**src/hrr_pkg.sv**
```systemverilog
// Shared types, codes and constants for the health-aware round-robin backend pool.
`timescale 1ns / 1ps

package hrr_pkg;

  localparam int unsigned NUM_SLOTS_DEF = 8;
  localparam logic [7:0]  THRESHOLD_RST = 8'd3;

  localparam int unsigned FUNC_W    = 3;
  localparam int unsigned SLOT_IN_W = 3;
  localparam int unsigned STREAK_W  = 8;
  localparam int unsigned ACTIVE_W  = 16;
  localparam int unsigned TOTAL_W   = 32;
  localparam int unsigned ASUM_W    = 19;
  localparam int unsigned TSUM_W    = 35;
  localparam int unsigned UPOUT_W   = 4;

  typedef enum logic [FUNC_W-1:0] {
    FUNC_CHOOSE      = 3'd0,
    FUNC_RELEASE     = 3'd1,
    FUNC_HEALTH_PASS = 3'd2,
    FUNC_HEALTH_FAIL = 3'd3,
    FUNC_READ_SLOT   = 3'd4,
    FUNC_READ_TOTALS = 3'd5
  } func_e;

  typedef enum logic [2:0] {
    ST_IDLE,
    ST_SCAN,
    ST_UPDATE,
    ST_SUM,
    ST_SUM_LAST,
    ST_FINISH
  } state_e;

  typedef struct packed {
    logic [STREAK_W-1:0] streak;
    logic [ACTIVE_W-1:0] active;
    logic [TOTAL_W-1:0]  requests;
    logic [TOTAL_W-1:0]  failures;
  } slot_t;

  typedef struct packed {
    logic [ASUM_W-1:0] active;
    logic [TSUM_W-1:0] requests;
    logic [TSUM_W-1:0] failures;
  } acc_t;

  typedef struct packed {
    logic [FUNC_W-1:0]   func;
    logic                failed;
    logic [STREAK_W-1:0] threshold;
  } upd_ctrl_t;

  typedef struct packed {
    logic                 status;
    logic [SLOT_IN_W-1:0] chosen_slot;
    logic                 old_up;
    logic                 new_up;
    logic [STREAK_W-1:0]  fail_streak;
    logic [ASUM_W-1:0]    active;
    logic [TSUM_W-1:0]    requests;
    logic [TSUM_W-1:0]    failures;
  } res_t;

endpackage

```
**src/health_aware_round_robin_pool.sv**
```systemverilog
// Health-aware round-robin backend pool: sequencer, slot state and result register.
// A choose with no slot up, an out-of-range slot or an unused code goes straight to the finish
// state; release, health and read slot pass through an update state; a choose first scans the
// slots from the pointer to the first one up; read totals sums every slot in turn.
// A new item is taken only once the last result is loaded, which a stalled result output holds off.
// Reset sets every slot up with zero counters, the pointer to 0 and the threshold to 3.
`timescale 1ns / 1ps

module health_aware_round_robin_pool #(
  parameter int unsigned NUM_SLOTS = hrr_pkg::NUM_SLOTS_DEF
) (
  input  logic                            clk_i,
  input  logic                            rst_ni,
  input  logic                            cfg_valid_i,
  output logic                            cfg_ready_o,
  input  logic [hrr_pkg::STREAK_W-1:0]    cfg_data_i,
  input  logic                            in_valid_i,
  output logic                            in_stall_o,
  input  logic [hrr_pkg::FUNC_W-1:0]      func_i,
  input  logic [hrr_pkg::SLOT_IN_W-1:0]   backend_slot_i,
  input  logic                            failed_flag_i,
  output logic                            out_valid_o,
  input  logic                            out_stall_i,
  output logic                            status_o,
  output logic [hrr_pkg::SLOT_IN_W-1:0]   chosen_slot_o,
  output logic                            old_up_o,
  output logic                            new_up_o,
  output logic [hrr_pkg::STREAK_W-1:0]    fail_streak_o,
  output logic [hrr_pkg::ASUM_W-1:0]      active_out_o,
  output logic [hrr_pkg::TSUM_W-1:0]      requests_out_o,
  output logic [hrr_pkg::TSUM_W-1:0]      failures_out_o,
  output logic [hrr_pkg::UPOUT_W-1:0]     slots_up_o
);

  localparam int unsigned SLOT_W = (NUM_SLOTS > 1) ? $clog2(NUM_SLOTS) : 1;
  localparam int unsigned UPC_W  = $clog2(NUM_SLOTS + 1);
  localparam logic [SLOT_W-1:0] LAST_SLOT = SLOT_W'(NUM_SLOTS - 1);

  hrr_pkg::state_e state_q, state_d;
  logic [SLOT_W-1:0]           idx_q, idx_d;
  logic [SLOT_W-1:0]           ptr_q, ptr_d;
  logic [hrr_pkg::FUNC_W-1:0]  func_q, func_d;
  logic                        failed_q, failed_d;
  logic [hrr_pkg::STREAK_W-1:0] thr_q;
  logic [NUM_SLOTS-1:0]        up_q, up_d;
  logic [UPC_W-1:0]            up_cnt_q, up_cnt_d;
  logic                        sum_vld_q, sum_vld_d;
  hrr_pkg::acc_t               acc_q, acc_d;
  hrr_pkg::res_t               res_q, res_d;
  hrr_pkg::res_t               out_q;
  logic [UPC_W-1:0]            out_up_cnt_q;
  logic                        out_valid_q, out_valid_d;
  logic                        out_load;

  logic [SLOT_W-1:0]           in_idx;
  logic [SLOT_W-1:0]           idx_next;
  logic [SLOT_W-1:0]           rd_addr;
  logic                        mem_we;
  logic                        slot_oob;
  hrr_pkg::slot_t              rd_entry;
  hrr_pkg::slot_t              new_entry;
  hrr_pkg::upd_ctrl_t          upd_ctrl;
  hrr_pkg::acc_t               acc_sum;
  logic                        up_old;
  logic                        up_new;

  assign in_idx   = SLOT_W'(backend_slot_i);
  assign idx_next = (idx_q == LAST_SLOT) ? '0 : idx_q + 1'b1;
  assign slot_oob = (32'(backend_slot_i) >= NUM_SLOTS);
  assign up_old   = up_q[idx_q];
  assign rd_addr  = (state_q == hrr_pkg::ST_IDLE) ? in_idx : idx_q;

  assign upd_ctrl.func      = func_q;
  assign upd_ctrl.failed    = failed_q;
  assign upd_ctrl.threshold = thr_q;

  hrr_slot_mem #(
    .NUM_SLOTS (NUM_SLOTS),
    .SLOT_W    (SLOT_W)
  ) u_slot_mem (
    .clk_i     (clk_i),
    .rst_ni    (rst_ni),
    .wr_en_i   (mem_we),
    .wr_addr_i (idx_q),
    .wr_data_i (new_entry),
    .rd_addr_i (rd_addr),
    .rd_data_o (rd_entry)
  );

  hrr_upd_unit u_upd_unit (
    .ctrl_i  (upd_ctrl),
    .up_i    (up_old),
    .entry_i (rd_entry),
    .acc_i   (acc_q),
    .entry_o (new_entry),
    .up_o    (up_new),
    .acc_o   (acc_sum)
  );

  assign cfg_ready_o = 1'b1;
  assign in_stall_o  = (state_q != hrr_pkg::ST_IDLE);

  always_comb begin
    state_d   = state_q;
    idx_d     = idx_q;
    ptr_d     = ptr_q;
    func_d    = func_q;
    failed_d  = failed_q;
    up_d      = up_q;
    up_cnt_d  = up_cnt_q;
    sum_vld_d = sum_vld_q;
    acc_d     = acc_q;
    res_d     = res_q;
    mem_we    = 1'b0;
    out_load  = 1'b0;

    case (state_q)
      hrr_pkg::ST_IDLE: begin
        if (in_valid_i) begin
          func_d    = func_i;
          failed_d  = failed_flag_i;
          res_d     = '0;
          acc_d     = '0;
          sum_vld_d = 1'b0;
          if (func_i == hrr_pkg::FUNC_CHOOSE) begin
            if (up_cnt_q == '0) begin
              res_d.status = 1'b1;
              state_d      = hrr_pkg::ST_FINISH;
            end else begin
              idx_d   = ptr_q;
              state_d = hrr_pkg::ST_SCAN;
            end
          end else if (func_i inside {hrr_pkg::FUNC_RELEASE, hrr_pkg::FUNC_HEALTH_PASS,
                                      hrr_pkg::FUNC_HEALTH_FAIL, hrr_pkg::FUNC_READ_SLOT}) begin
            if (slot_oob) begin
              res_d.status      = 1'b1;
              res_d.chosen_slot = backend_slot_i;
              state_d           = hrr_pkg::ST_FINISH;
            end else begin
              idx_d   = in_idx;
              state_d = hrr_pkg::ST_UPDATE;
            end
          end else if (func_i == hrr_pkg::FUNC_READ_TOTALS) begin
            idx_d   = '0;
            state_d = hrr_pkg::ST_SUM;
          end else begin
            state_d = hrr_pkg::ST_FINISH;
          end
        end
      end
      hrr_pkg::ST_SCAN: begin
        if (up_old) begin
          state_d = hrr_pkg::ST_UPDATE;
        end else begin
          idx_d = idx_next;
        end
      end
      hrr_pkg::ST_UPDATE: begin
        mem_we      = 1'b1;
        up_d[idx_q] = up_new;
        if (up_old && !up_new) begin
          up_cnt_d = up_cnt_q - 1'b1;
        end else if (!up_old && up_new) begin
          up_cnt_d = up_cnt_q + 1'b1;
        end
        if (func_q == hrr_pkg::FUNC_CHOOSE) begin
          ptr_d = idx_next;
        end
        res_d.status      = 1'b0;
        res_d.chosen_slot = hrr_pkg::SLOT_IN_W'(idx_q);
        res_d.old_up      = up_old;
        res_d.new_up      = up_new;
        res_d.fail_streak = new_entry.streak;
        res_d.active      = hrr_pkg::ASUM_W'(new_entry.active);
        res_d.requests    = hrr_pkg::TSUM_W'(new_entry.requests);
        res_d.failures    = hrr_pkg::TSUM_W'(new_entry.failures);
        state_d           = hrr_pkg::ST_FINISH;
      end
      hrr_pkg::ST_SUM: begin
        if (sum_vld_q) begin
          acc_d = acc_sum;
        end
        sum_vld_d = 1'b1;
        if (idx_q == LAST_SLOT) begin
          state_d = hrr_pkg::ST_SUM_LAST;
        end else begin
          idx_d = idx_next;
        end
      end
      hrr_pkg::ST_SUM_LAST: begin
        acc_d          = acc_sum;
        res_d.active   = acc_sum.active;
        res_d.requests = acc_sum.requests;
        res_d.failures = acc_sum.failures;
        state_d        = hrr_pkg::ST_FINISH;
      end
      hrr_pkg::ST_FINISH: begin
        if (!out_valid_q || !out_stall_i) begin
          out_load = 1'b1;
          state_d  = hrr_pkg::ST_IDLE;
        end
      end
      default: begin
        state_d = hrr_pkg::ST_IDLE;
      end
    endcase

    if (out_load) begin
      out_valid_d = 1'b1;
    end else if (!out_stall_i) begin
      out_valid_d = 1'b0;
    end else begin
      out_valid_d = out_valid_q;
    end
  end

  always_ff @(posedge clk_i or negedge rst_ni) begin
    if (!rst_ni) begin
      state_q     <= hrr_pkg::ST_IDLE;
      ptr_q       <= '0;
      thr_q       <= hrr_pkg::THRESHOLD_RST;
      up_q        <= '1;
      up_cnt_q    <= UPC_W'(NUM_SLOTS);
      sum_vld_q   <= 1'b0;
      out_valid_q <= 1'b0;
    end else begin
      state_q     <= state_d;
      ptr_q       <= ptr_d;
      up_q        <= up_d;
      up_cnt_q    <= up_cnt_d;
      sum_vld_q   <= sum_vld_d;
      out_valid_q <= out_valid_d;
      if (cfg_valid_i && cfg_ready_o) begin
        thr_q <= cfg_data_i;
      end
    end
  end

  always_ff @(posedge clk_i) begin
    idx_q    <= idx_d;
    func_q   <= func_d;
    failed_q <= failed_d;
    acc_q    <= acc_d;
    res_q    <= res_d;
    if (out_load) begin
      out_q        <= res_q;
      out_up_cnt_q <= up_cnt_q;
    end
  end

  assign out_valid_o    = out_valid_q;
  assign status_o       = out_q.status;
  assign chosen_slot_o  = out_q.chosen_slot;
  assign old_up_o       = out_q.old_up;
  assign new_up_o       = out_q.new_up;
  assign fail_streak_o  = out_q.fail_streak;
  assign active_out_o   = out_q.active;
  assign requests_out_o = out_q.requests;
  assign failures_out_o = out_q.failures;
  assign slots_up_o     = hrr_pkg::UPOUT_W'(out_up_cnt_q);

endmodule

```
**src/hrr_slot_mem.sv**
```systemverilog
// Slot counter memory with per-entry valid bits so that unwritten entries read as zero.
`timescale 1ns / 1ps

module hrr_slot_mem #(
  parameter int unsigned NUM_SLOTS = hrr_pkg::NUM_SLOTS_DEF,
  parameter int unsigned SLOT_W    = 3
) (
  input  logic              clk_i,
  input  logic              rst_ni,
  input  logic              wr_en_i,
  input  logic [SLOT_W-1:0] wr_addr_i,
  input  hrr_pkg::slot_t    wr_data_i,
  input  logic [SLOT_W-1:0] rd_addr_i,
  output hrr_pkg::slot_t    rd_data_o
);

  hrr_pkg::slot_t       mem_q [NUM_SLOTS];
  logic [NUM_SLOTS-1:0] valid_q;
  hrr_pkg::slot_t       rd_data_q;
  logic                 rd_valid_q;

  always_ff @(posedge clk_i) begin
    if (wr_en_i) begin
      mem_q[wr_addr_i] <= wr_data_i;
    end
    rd_data_q <= mem_q[rd_addr_i];
  end

  always_ff @(posedge clk_i or negedge rst_ni) begin
    if (!rst_ni) begin
      valid_q    <= '0;
      rd_valid_q <= 1'b0;
    end else begin
      if (wr_en_i) begin
        valid_q[wr_addr_i] <= 1'b1;
      end
      rd_valid_q <= valid_q[rd_addr_i];
    end
  end

  assign rd_data_o = rd_valid_q ? rd_data_q : '0;

endmodule

```
**src/hrr_upd_unit.sv**
```systemverilog
// Shared saturating update and accumulate unit for one slot entry.
`timescale 1ns / 1ps

module hrr_upd_unit (
  input  hrr_pkg::upd_ctrl_t ctrl_i,
  input  logic               up_i,
  input  hrr_pkg::slot_t     entry_i,
  input  hrr_pkg::acc_t      acc_i,
  output hrr_pkg::slot_t     entry_o,
  output logic               up_o,
  output hrr_pkg::acc_t      acc_o
);

  logic [hrr_pkg::STREAK_W-1:0] streak_inc;
  logic [hrr_pkg::ACTIVE_W-1:0] active_inc;
  logic [hrr_pkg::ACTIVE_W-1:0] active_dec;
  logic [hrr_pkg::TOTAL_W-1:0]  req_inc;
  logic [hrr_pkg::TOTAL_W-1:0]  fail_inc;

  always_comb begin
    streak_inc = (&entry_i.streak) ? entry_i.streak : entry_i.streak + 1'b1;
    active_inc = (&entry_i.active) ? entry_i.active : entry_i.active + 1'b1;
    active_dec = (entry_i.active == '0) ? entry_i.active : entry_i.active - 1'b1;
    req_inc    = (&entry_i.requests) ? entry_i.requests : entry_i.requests + 1'b1;
    fail_inc   = (&entry_i.failures) ? entry_i.failures : entry_i.failures + 1'b1;

    entry_o = entry_i;
    up_o    = up_i;
    case (ctrl_i.func)
      hrr_pkg::FUNC_CHOOSE: begin
        entry_o.active   = active_inc;
        entry_o.requests = req_inc;
      end
      hrr_pkg::FUNC_RELEASE: begin
        entry_o.active = active_dec;
        if (ctrl_i.failed) begin
          entry_o.failures = fail_inc;
        end
      end
      hrr_pkg::FUNC_HEALTH_PASS: begin
        entry_o.streak = '0;
        up_o           = 1'b1;
      end
      hrr_pkg::FUNC_HEALTH_FAIL: begin
        entry_o.streak = streak_inc;
        if (streak_inc >= ctrl_i.threshold) begin
          up_o = 1'b0;
        end
      end
      default: begin
        entry_o = entry_i;
      end
    endcase

    acc_o.active   = acc_i.active + hrr_pkg::ASUM_W'(entry_i.active);
    acc_o.requests = acc_i.requests + hrr_pkg::TSUM_W'(entry_i.requests);
    acc_o.failures = acc_i.failures + hrr_pkg::TSUM_W'(entry_i.failures);
  end

endmodule

```
**config.mk**
```make
export PLATFORM = sky130hd
export DESIGN_NAME = health_aware_round_robin_pool
export DESIGN_NICKNAME = d
export VERILOG_FILES = /design/src/hrr_pkg.sv /design/src/health_aware_round_robin_pool.sv /design/src/hrr_slot_mem.sv /design/src/hrr_upd_unit.sv
export SDC_FILE = /design/constraint.sdc
export NUM_CORES = 1
export LEC_CHECK = 0
export BUFFER_PORTS_ARGS = -buffer_cell sky130_fd_sc_hd__clkbuf_2
export CAP_MARGIN = 40
export CELL_PAD_IN_SITES_DETAIL_PLACEMENT = 1
export CELL_PAD_IN_SITES_GLOBAL_PLACEMENT = 1
export CORE_MARGIN = 4
export CORE_UTILIZATION = 50
export CTS_BUF_LIST = sky130_fd_sc_hd__clkbuf_2 sky130_fd_sc_hd__clkbuf_4 sky130_fd_sc_hd__clkbuf_8
export DETAILED_ROUTE_END_ITERATION = 6
export PLACE_DENSITY = 0.88
export SLEW_MARGIN = 40
export SYNTH_ARGS = -nofsm -noshare
export SYNTH_HDL_FRONTEND = slang
export SYNTH_SLANG_ARGS = --single-unit
```
**constraint.sdc**
```tcl
create_clock -name clk_i -period 10.7 [get_ports clk_i]
set_input_delay 0 -clock clk_i [delete_from_list [all_inputs] [get_ports clk_i]]
set_output_delay 0 -clock clk_i [all_outputs]
set_load 0.02 [all_outputs]
```
==> flow_summary.json, run 1 <==
{
  "status": "complete, no violations",
  "crit_chain": "nand2_1, inv_1, ha_1, nand4_1, nor2_1, nand4_2, xnor2_1, ha_1, nand2b_1, a21o_1, a21o_1, a21o_1, a21o_1, a211oi_1, o21bai_1, a31oi_2, inv_1, ha_1, ha_1, a21o_1, a21oi_1, xnor2_1, nand2_1, xnor2_1",
  "p_leak_nw": 19.7,
  "die_w_um": 318,
  "synth_top_flop_cell": "edfxtp_1",
  "ys_seq_area_share_pct": 68.8,
  "coreArea_sq_um": 95200,
  "gr-total-overflow": 0,
  "synth_top_area_share_pct": 63.2,
  "synth.top_cells.by_area": "edfxtp_1 63%, mux4_2 8.4%, dfxtp_1 3.7%, ha_1 2.6%, mux2_2 2.4%",
  "tns_ns": 0,
  "synth_warnings": 0,
  "die_area_sq_um": 101000,
  "cpMostUsedCell": "a21o_1",
  "wl_per_cell_um": 32.2,
  "worst_ep_required_time_ns": 11.50,
  "critPathSlowestCell": "dfrtp_4",
  "worstSetupPathType": "register to register",
  "portBuffers": 128,
  "syn-cell-area_sq_um": 48000,
  "r2r-start": "u_slot_mem.rd_valid_q",
  "drive_gt1_share_pct": 25.0,
  "yosys.area.top_type": "edfxtp_1",
  "skew_ns": 0.0725,
  "hpwl_um": 76200,
  "arrival_ns": 7.44,
  "ys_seq_elements": 1135,
  "drt_first_pass_iters": 6,
  "ys_async_sr_fraction_pct": 3.26,
  "grt_max_degree": 76,
  "post-cts-setup-buffers": 0,
  "powerDensity_nw_per_um2": 335,
  "hold_end": "thr_q[1]",
  "period_share_pct": 62.0,
  "slowest_delay_ns": 0.80,
  "cts_sinks": 1135,
  "min-delay-start": "cfg_valid_i",
  "hold_viol": 0,
  "via_per_inst": 6.55,
  "rsz0062_at_grt": "false",
  "synth_nets": 3131,
  "wl_um": 152000,
  "max_slew_margin_pct": 38.3,
  "worstMarginPinSlew_ns": 0.925,
  "synth_edf_count": 1010,
  "grt_usage_pct": 29.8,
  "final_max_slew_viol_count": 0,
  "vdd_ir_drop_max_v": 0.000201,
  "cts_root_buffer": "clkbuf_8",
  "r2r-end": "up_cnt_q[3]",
  "min_path_type": "input port to register",
  "initialDrtViolationCount": 4124,
  "cts_tree": "yes",
  "drc": 0,
  "htreeDepth": 4,
  "stdcell_count": 4709,
  "max-clock-path-buffers": 3,
  "max_freq_mhz": 151,
  "dpl_cell_area_sq_um": 50200,
  "ctsHoldBuffers": 46,
  "grt_pass1_wl_um": 225000,
  "initial_utilization_pct": 50.4,
  "die_h_um": 318,
  "io_pins": 130,
  "placedCellCount": 4319,
  "clk_pin_slew_ns": 0.08,
  "endpoint_kind": "register",
  "fin_nets": 3406,
  "r2r_cells": 24,
  "grt_pass1_vias": 33200,
  "cts_buffers": 181,
  "via_count": 30900,
  "antenna_found_initial": 4,
  "postCtsResizedCells": 0,
  "max_cap_violations": 0,
  "gp_congestion": 0.848,
  "final_cell_area_sq_um": 55000,
  "start_kind": "register",
  "holdWs_ns": 0.0942,
  "whs_path_depth": 3,
  "avgSynthCellArea_sq_um": 15.9,
  "yosysUniqueCellTypes": 89,
  "cp_max_fo": 46,
  "area_delta_synth_final_pct": 14.7,
  "clock_latency_ns": 0.91,
  "final_common_cell": "edfxtp_1",
  "r2r_slack_ns": 4.06,
  "rows": 113,
  "mostFrequentLayoutCells": "1,010 x edfxtp_1, 221 x nand2_1, 197 x clkbuf_8, 180 x mux4_2, 162 x nor2_1",
  "synthCells": 3009,
  "postRouteAntennaNets": 0,
  "fin_crit_ns": 6.64,
  "final-setup-viol-count": 0,
  "total_power_mw": 18.4
}
[synth_stat cells, types with 8 or more instances]
cell type,n
a21oi_1,95
o31ai_1,8
mux2i_1,9
o21a_1,10
dfxtp_1,88
or2_2,11
o211ai_1,13
xor2_1,60
buf_1,12
edfxtp_1,1010
and3_1,17
o21ai_0,104
o2bb2ai_1,26
nor2b_1,25
nor3_1,37
dfrtp_1,26
o21ai_1,11
nor2_1,165
a31oi_1,8
dfstp_2,11
mux4_2,180
and4_1,11
xnor2_1,97
mux2_2,104
nand4_1,29
or3_1,13
and2_1,59
o22ai_1,12
clkbuf_1,81
a211oi_1,11
a21o_1,42
buf_2,24
nand3_1,55
inv_1,93
ha_1,98
nand2b_1,23
nand2_1,223
[flip-flops by register name, summed over array words and instances (netlist names), 8 cells and up]
name,flops
u_slot_mem.mem_q,704
res_q,103
acc_q,89
u_slot_mem.rd_data_q,88
failures_out_o,35
requests_out_o,35
active_out_o,19
fail_streak_o,8
thr_q,8
u_slot_mem.valid_q,8
up_q,8
[layer usage]
layer	GRT usage [%]	part of all wire, %	up-vias
met2	49.4	49	2302
met1	36.7	36	15800
met5	0	0.0086	-
li1	-	-	12200
met3	6.14	9.1	608
met4	17.1	6.2	2
[critical path: cells and delay by family (launching register included)]
kind | cells | cell delay [ns]
compound gates | 9 | 2.17
buf+inv | 2 | 0.37
fa+ha+maj | 4 | 1.11
flops | 1 | 0.80
xor+xnor | 3 | 0.63
simple gates | 6 | 1.45
[cells by family (layout without fill, tap and decap cells)]
family	after synthesis	in the layout	share of synthesized area (%)
XOR/XNOR	157	157	2.87
other	1	4	0.00782
adder cells (fa/ha/maj)	102	102	2.72
AO/OA/AOI/OAI	406	406	5.54
multiplexers	293	293	11.1
buffers and inverters	216	648	1.81
AND/OR/NAND/NOR	699	699	7.13
flip-flops	1135	1135	68.8
[worst max-delay path by stage]
stage	depth (start not counted)	to	from	slack, ns
CTS	24	up_cnt_q[3]	u_slot_mem.rd_valid_q	4.14
finish	24	up_cnt_q[3]	u_slot_mem.rd_valid_q	4.06
detailed placement	24	up_cnt_q[3]	u_slot_mem.rd_valid_q	4.68
global route	24	up_cnt_q[3]	u_slot_mem.rd_valid_q	3.89
global placement	24	up_cnt_q[3]	u_slot_mem.rd_valid_q	5.03
floorplan	5	up_q[0]	state_q[0]	0.08
[area by class of cell]
class | count | area (sq um)
Fill cell | 8695 | 40100
Sequential cell | 1135 | 33000
Multi-Input combinational cell | 1658 | 14400
Clock buffer | 244 | 3060
Tap cell | 1265 | 1580
Timing Repair Buffer | 214 | 1530
Clock inverter | 96 | 1040
Inverter | 94 | 353
Antenna cell | 3 | 7.51
[where the power goes]
group          switching, mW  internal (mW)  leakage, nW
registers              0.649           6.38         10.6
clock network           2.02           2.36         2.15
logic                   4.51           2.54         6.92
[per-stage QoR]
stage | util [%] | setup slack, ns
finish | 57.8 | 4.06
CTS | 57.6 | 4.14
floorplan | - | 0.0828
global placement | 52.7 | 5.03
detailed placement | 52.8 | 4.68
global route | 57.8 | 3.89
No activity file was read; power rests on OpenSTA's default activity.
==> run 2, diff against run 1 <==
--- a/config.mk
+++ b/config.mk
@@ -10,10 +10,10 @@
 export CELL_PAD_IN_SITES_DETAIL_PLACEMENT = 1
 export CELL_PAD_IN_SITES_GLOBAL_PLACEMENT = 1
 export CORE_MARGIN = 4
-export CORE_UTILIZATION = 50
+export CORE_UTILIZATION = 56
 export CTS_BUF_LIST = sky130_fd_sc_hd__clkbuf_2 sky130_fd_sc_hd__clkbuf_4 sky130_fd_sc_hd__clkbuf_8
 export DETAILED_ROUTE_END_ITERATION = 6
-export PLACE_DENSITY = 0.88
+export PLACE_DENSITY = 0.93
 export SLEW_MARGIN = 40
 export SYNTH_ARGS = -nofsm -noshare
 export SYNTH_HDL_FRONTEND = slang
==> constraint.sdc (replaced) <==
create_clock -name clk_i -period 6.3 [get_ports clk_i]
set_input_delay 0 -clock clk_i [delete_from_list [all_inputs] [get_ports clk_i]]
set_output_delay 0 -clock clk_i [all_outputs]
set_load 0.02 [all_outputs]
==> flow_summary.json, run 2 (same netlist as run 1, synthesis figures left out) <==
{
  "intPower_mw": 18.8,
  "grt_pass1_vias": 34500,
  "drc": 0,
  "period_share_pct": 98.1,
  "clk_pin_slew_ns": 0.08,
  "max_cap_violations": 0,
  "grt_usage_pct": 37.3,
  "top_regs": "u_slot_mem.mem_q (704), res_q (103), acc_q (89)",
  "min_path_type": "input port to register",
  "pwr-share-seq_pct": 38.0,
  "postCtsResizedCells": 0,
  "arrival_ns": 6.94,
  "cp_max_fo": 10,
  "cts_tree": "yes",
  "max_slew_margin_pct": 35.8,
  "portBuffers": 128,
  "grt_max_degree": 131,
  "grt_pass1_wl_um": 245000,
  "clock_latency_ns": 0.87,
  "powerDensity_nw_per_um2": 580,
  "worst_ep_required_time_ns": 7.06,
  "fin_nets": 3399,
  "postRouteAntennaNets": 0,
  "holdWs_ns": 0.0708,
  "worstMarginPinSlew_ns": 0.956,
  "p_leak_nw": 19.6,
  "coreArea_sq_um": 85100,
  "mostFrequentLayoutCells": "1,010 x edfxtp_1, 221 x nand2_1, 203 x clkbuf_8, 180 x mux4_2, 162 x nor2_1",
  "endpoint_kind": "register",
  "n_fill_cell": 7553,
  "max-clock-path-buffers": 3,
  "vdd_ir_drop_max_v": 0.000442,
  "ctsHoldBuffers": 43,
  "fin_crit_ns": 6.18,
  "io_pins": 130,
  "initialDrtViolationCount": 5460,
  "via_count": 32600,
  "worstSetupPathType": "register to register",
  "p_sw_share_pct": 40.8,
  "rsz0062_at_grt": "false",
  "cts_buffers": 177,
  "htreeDepth": 4,
  "r2r_cells": 25,
  "gp_congestion": 0.877,
  "start_kind": "register",
  "final-setup-viol-count": 0,
  "cts_root_buffer": "clkbuf_8",
  "rows": 107,
  "status": "complete, no violations",
  "dp_slack_ns": 0.970,
  "largest_reg_flops": 704,
  "via_per_inst": 7.14,
  "cts_sinks": 1135,
  "max_freq_mhz": 162,
  "drt_first_pass_iters": 6,
  "p_sw_mw": 12.9,
  "combPwrFrac_pct": 40.1,
  "die_w_um": 301,
  "wl_um": 168000,
  "die_h_um": 301,
  "largest-register": "u_slot_mem.mem_q",
  "skew_ns": 0.0574,
  "tns_ns": 0,
  "final_common_cell": "edfxtp_1",
  "p_clk_share_pct": 21.9,
  "initial_utilization_pct": 56.3,
  "total_power_mw": 31.7,
  "area_delta_synth_final_pct": 14.0,
  "final_max_slew_viol_count": 0,
  "antenna_found_initial": 9,
  "post-cts-setup-buffers": 0,
  "die_area_sq_um": 90400,
  "whs_path_depth": 2,
  "hpwl_um": 79100,
  "hold_viol": 0,
  "drive_gt1_share_pct": 25.2,
  "wl_per_cell_um": 36.8,
  "gr-total-overflow": 0,
  "setup_ws_ns": 0.120
}
==> run 2: cell count changes in the layout (fill, tap and decap cells not counted), sizes merged <==
| cell | delta |
|---|---|
| bufinv | -14 |
| clkbuf | +20 |
| clkinv | -15 |
| clkinvlp | -1 |
| diode | -1 |
| dlygate4sd3 | -3 |
| inv | -3 |
==> run 2: final timing paths <==
path / end / startpoint / slack (ns)
max: up_cnt_q[3] / u_slot_mem.rd_valid_q / 0.12
min: func_q[1] / func_i[1] / 0.07
max reg2reg: up_cnt_q[3] / u_slot_mem.rd_valid_q / 0.12
min reg2reg: active_out_o[17] / res_q[87] / 0.42
max in group asynchronous: u_slot_mem.rd_valid_q / rst_ni / 5.69
min in group asynchronous: thr_q[0] / rst_ni / 0.37
==> run 2: layout make-up <==
type                            count  area [sq um]  area share, %
Sequential cell                  1135         33000           60.4
Multi-Input combinational cell   1658         14500           26.5
Clock buffer                      264          3250           5.95
Timing Repair Buffer              211          1660           3.03
Tap cell                         1144          1430           2.62
Clock inverter                     63           455          0.833
Inverter                           94           353          0.645
Antenna cell                        2          5.00        0.00915
==> run 2: stage by stage <==
step | area (sq um) | util (%) | cells
after global placement | 50100 | 58.8 | 4190
final | 54700 | 64.2 | 4571
after global routing | 54700 | 64.2 | 4570
after detailed placement | 50300 | 59.0 | 4198
after floorplan | 48000 | - | 3009
after CTS | 54400 | 63.9 | 4568
==> run 2: power groups by stage <==
stage	clock network, mW	logic [mW]	registers [mW]
3_5_place_dp	0	11.1	11.9
5_1_grt	7.28	13.2	12.0
4_1_cts	6.74	11.9	11.9
2_1_floorplan	0	7.75	11.6
6_report	6.95	12.7	12.0
3_3_place_gp	0	10.2	11.7
==> run 2: layer usage <==
layer,track usage (%),wire [um],vias to the layer above
met3,10.4,19800,1001
met4,21.7,12800,10
li1,-,-,12100
met5,0,57,-
met1,45.5,56000,16200
met2,60.2,79600,3273
==> run 2: critical path: stages (launching register included) <==
cell and delay (ns):
dfrtp_4 0.48, nand2_1 0.16, inv_1 0.17, ha_1 0.22, nand4_1 0.19, nor2_1 0.43
nand4_2 0.44, xnor2_1 0.38, ha_1 0.30, nand2b_1 0.17, a21o_1 0.19, a21o_1 0.18
a21o_1 0.19, a21o_1 0.17, a211oi_1 0.29, o21bai_1 0.16, a31oi_1 0.26, buf_4 0.23
inv_1 0.06, ha_1 0.27, ha_1 0.30, a21o_1 0.19, a21oi_1 0.18, xnor2_1 0.14
nand2_1 0.10, xnor2_1 0.21
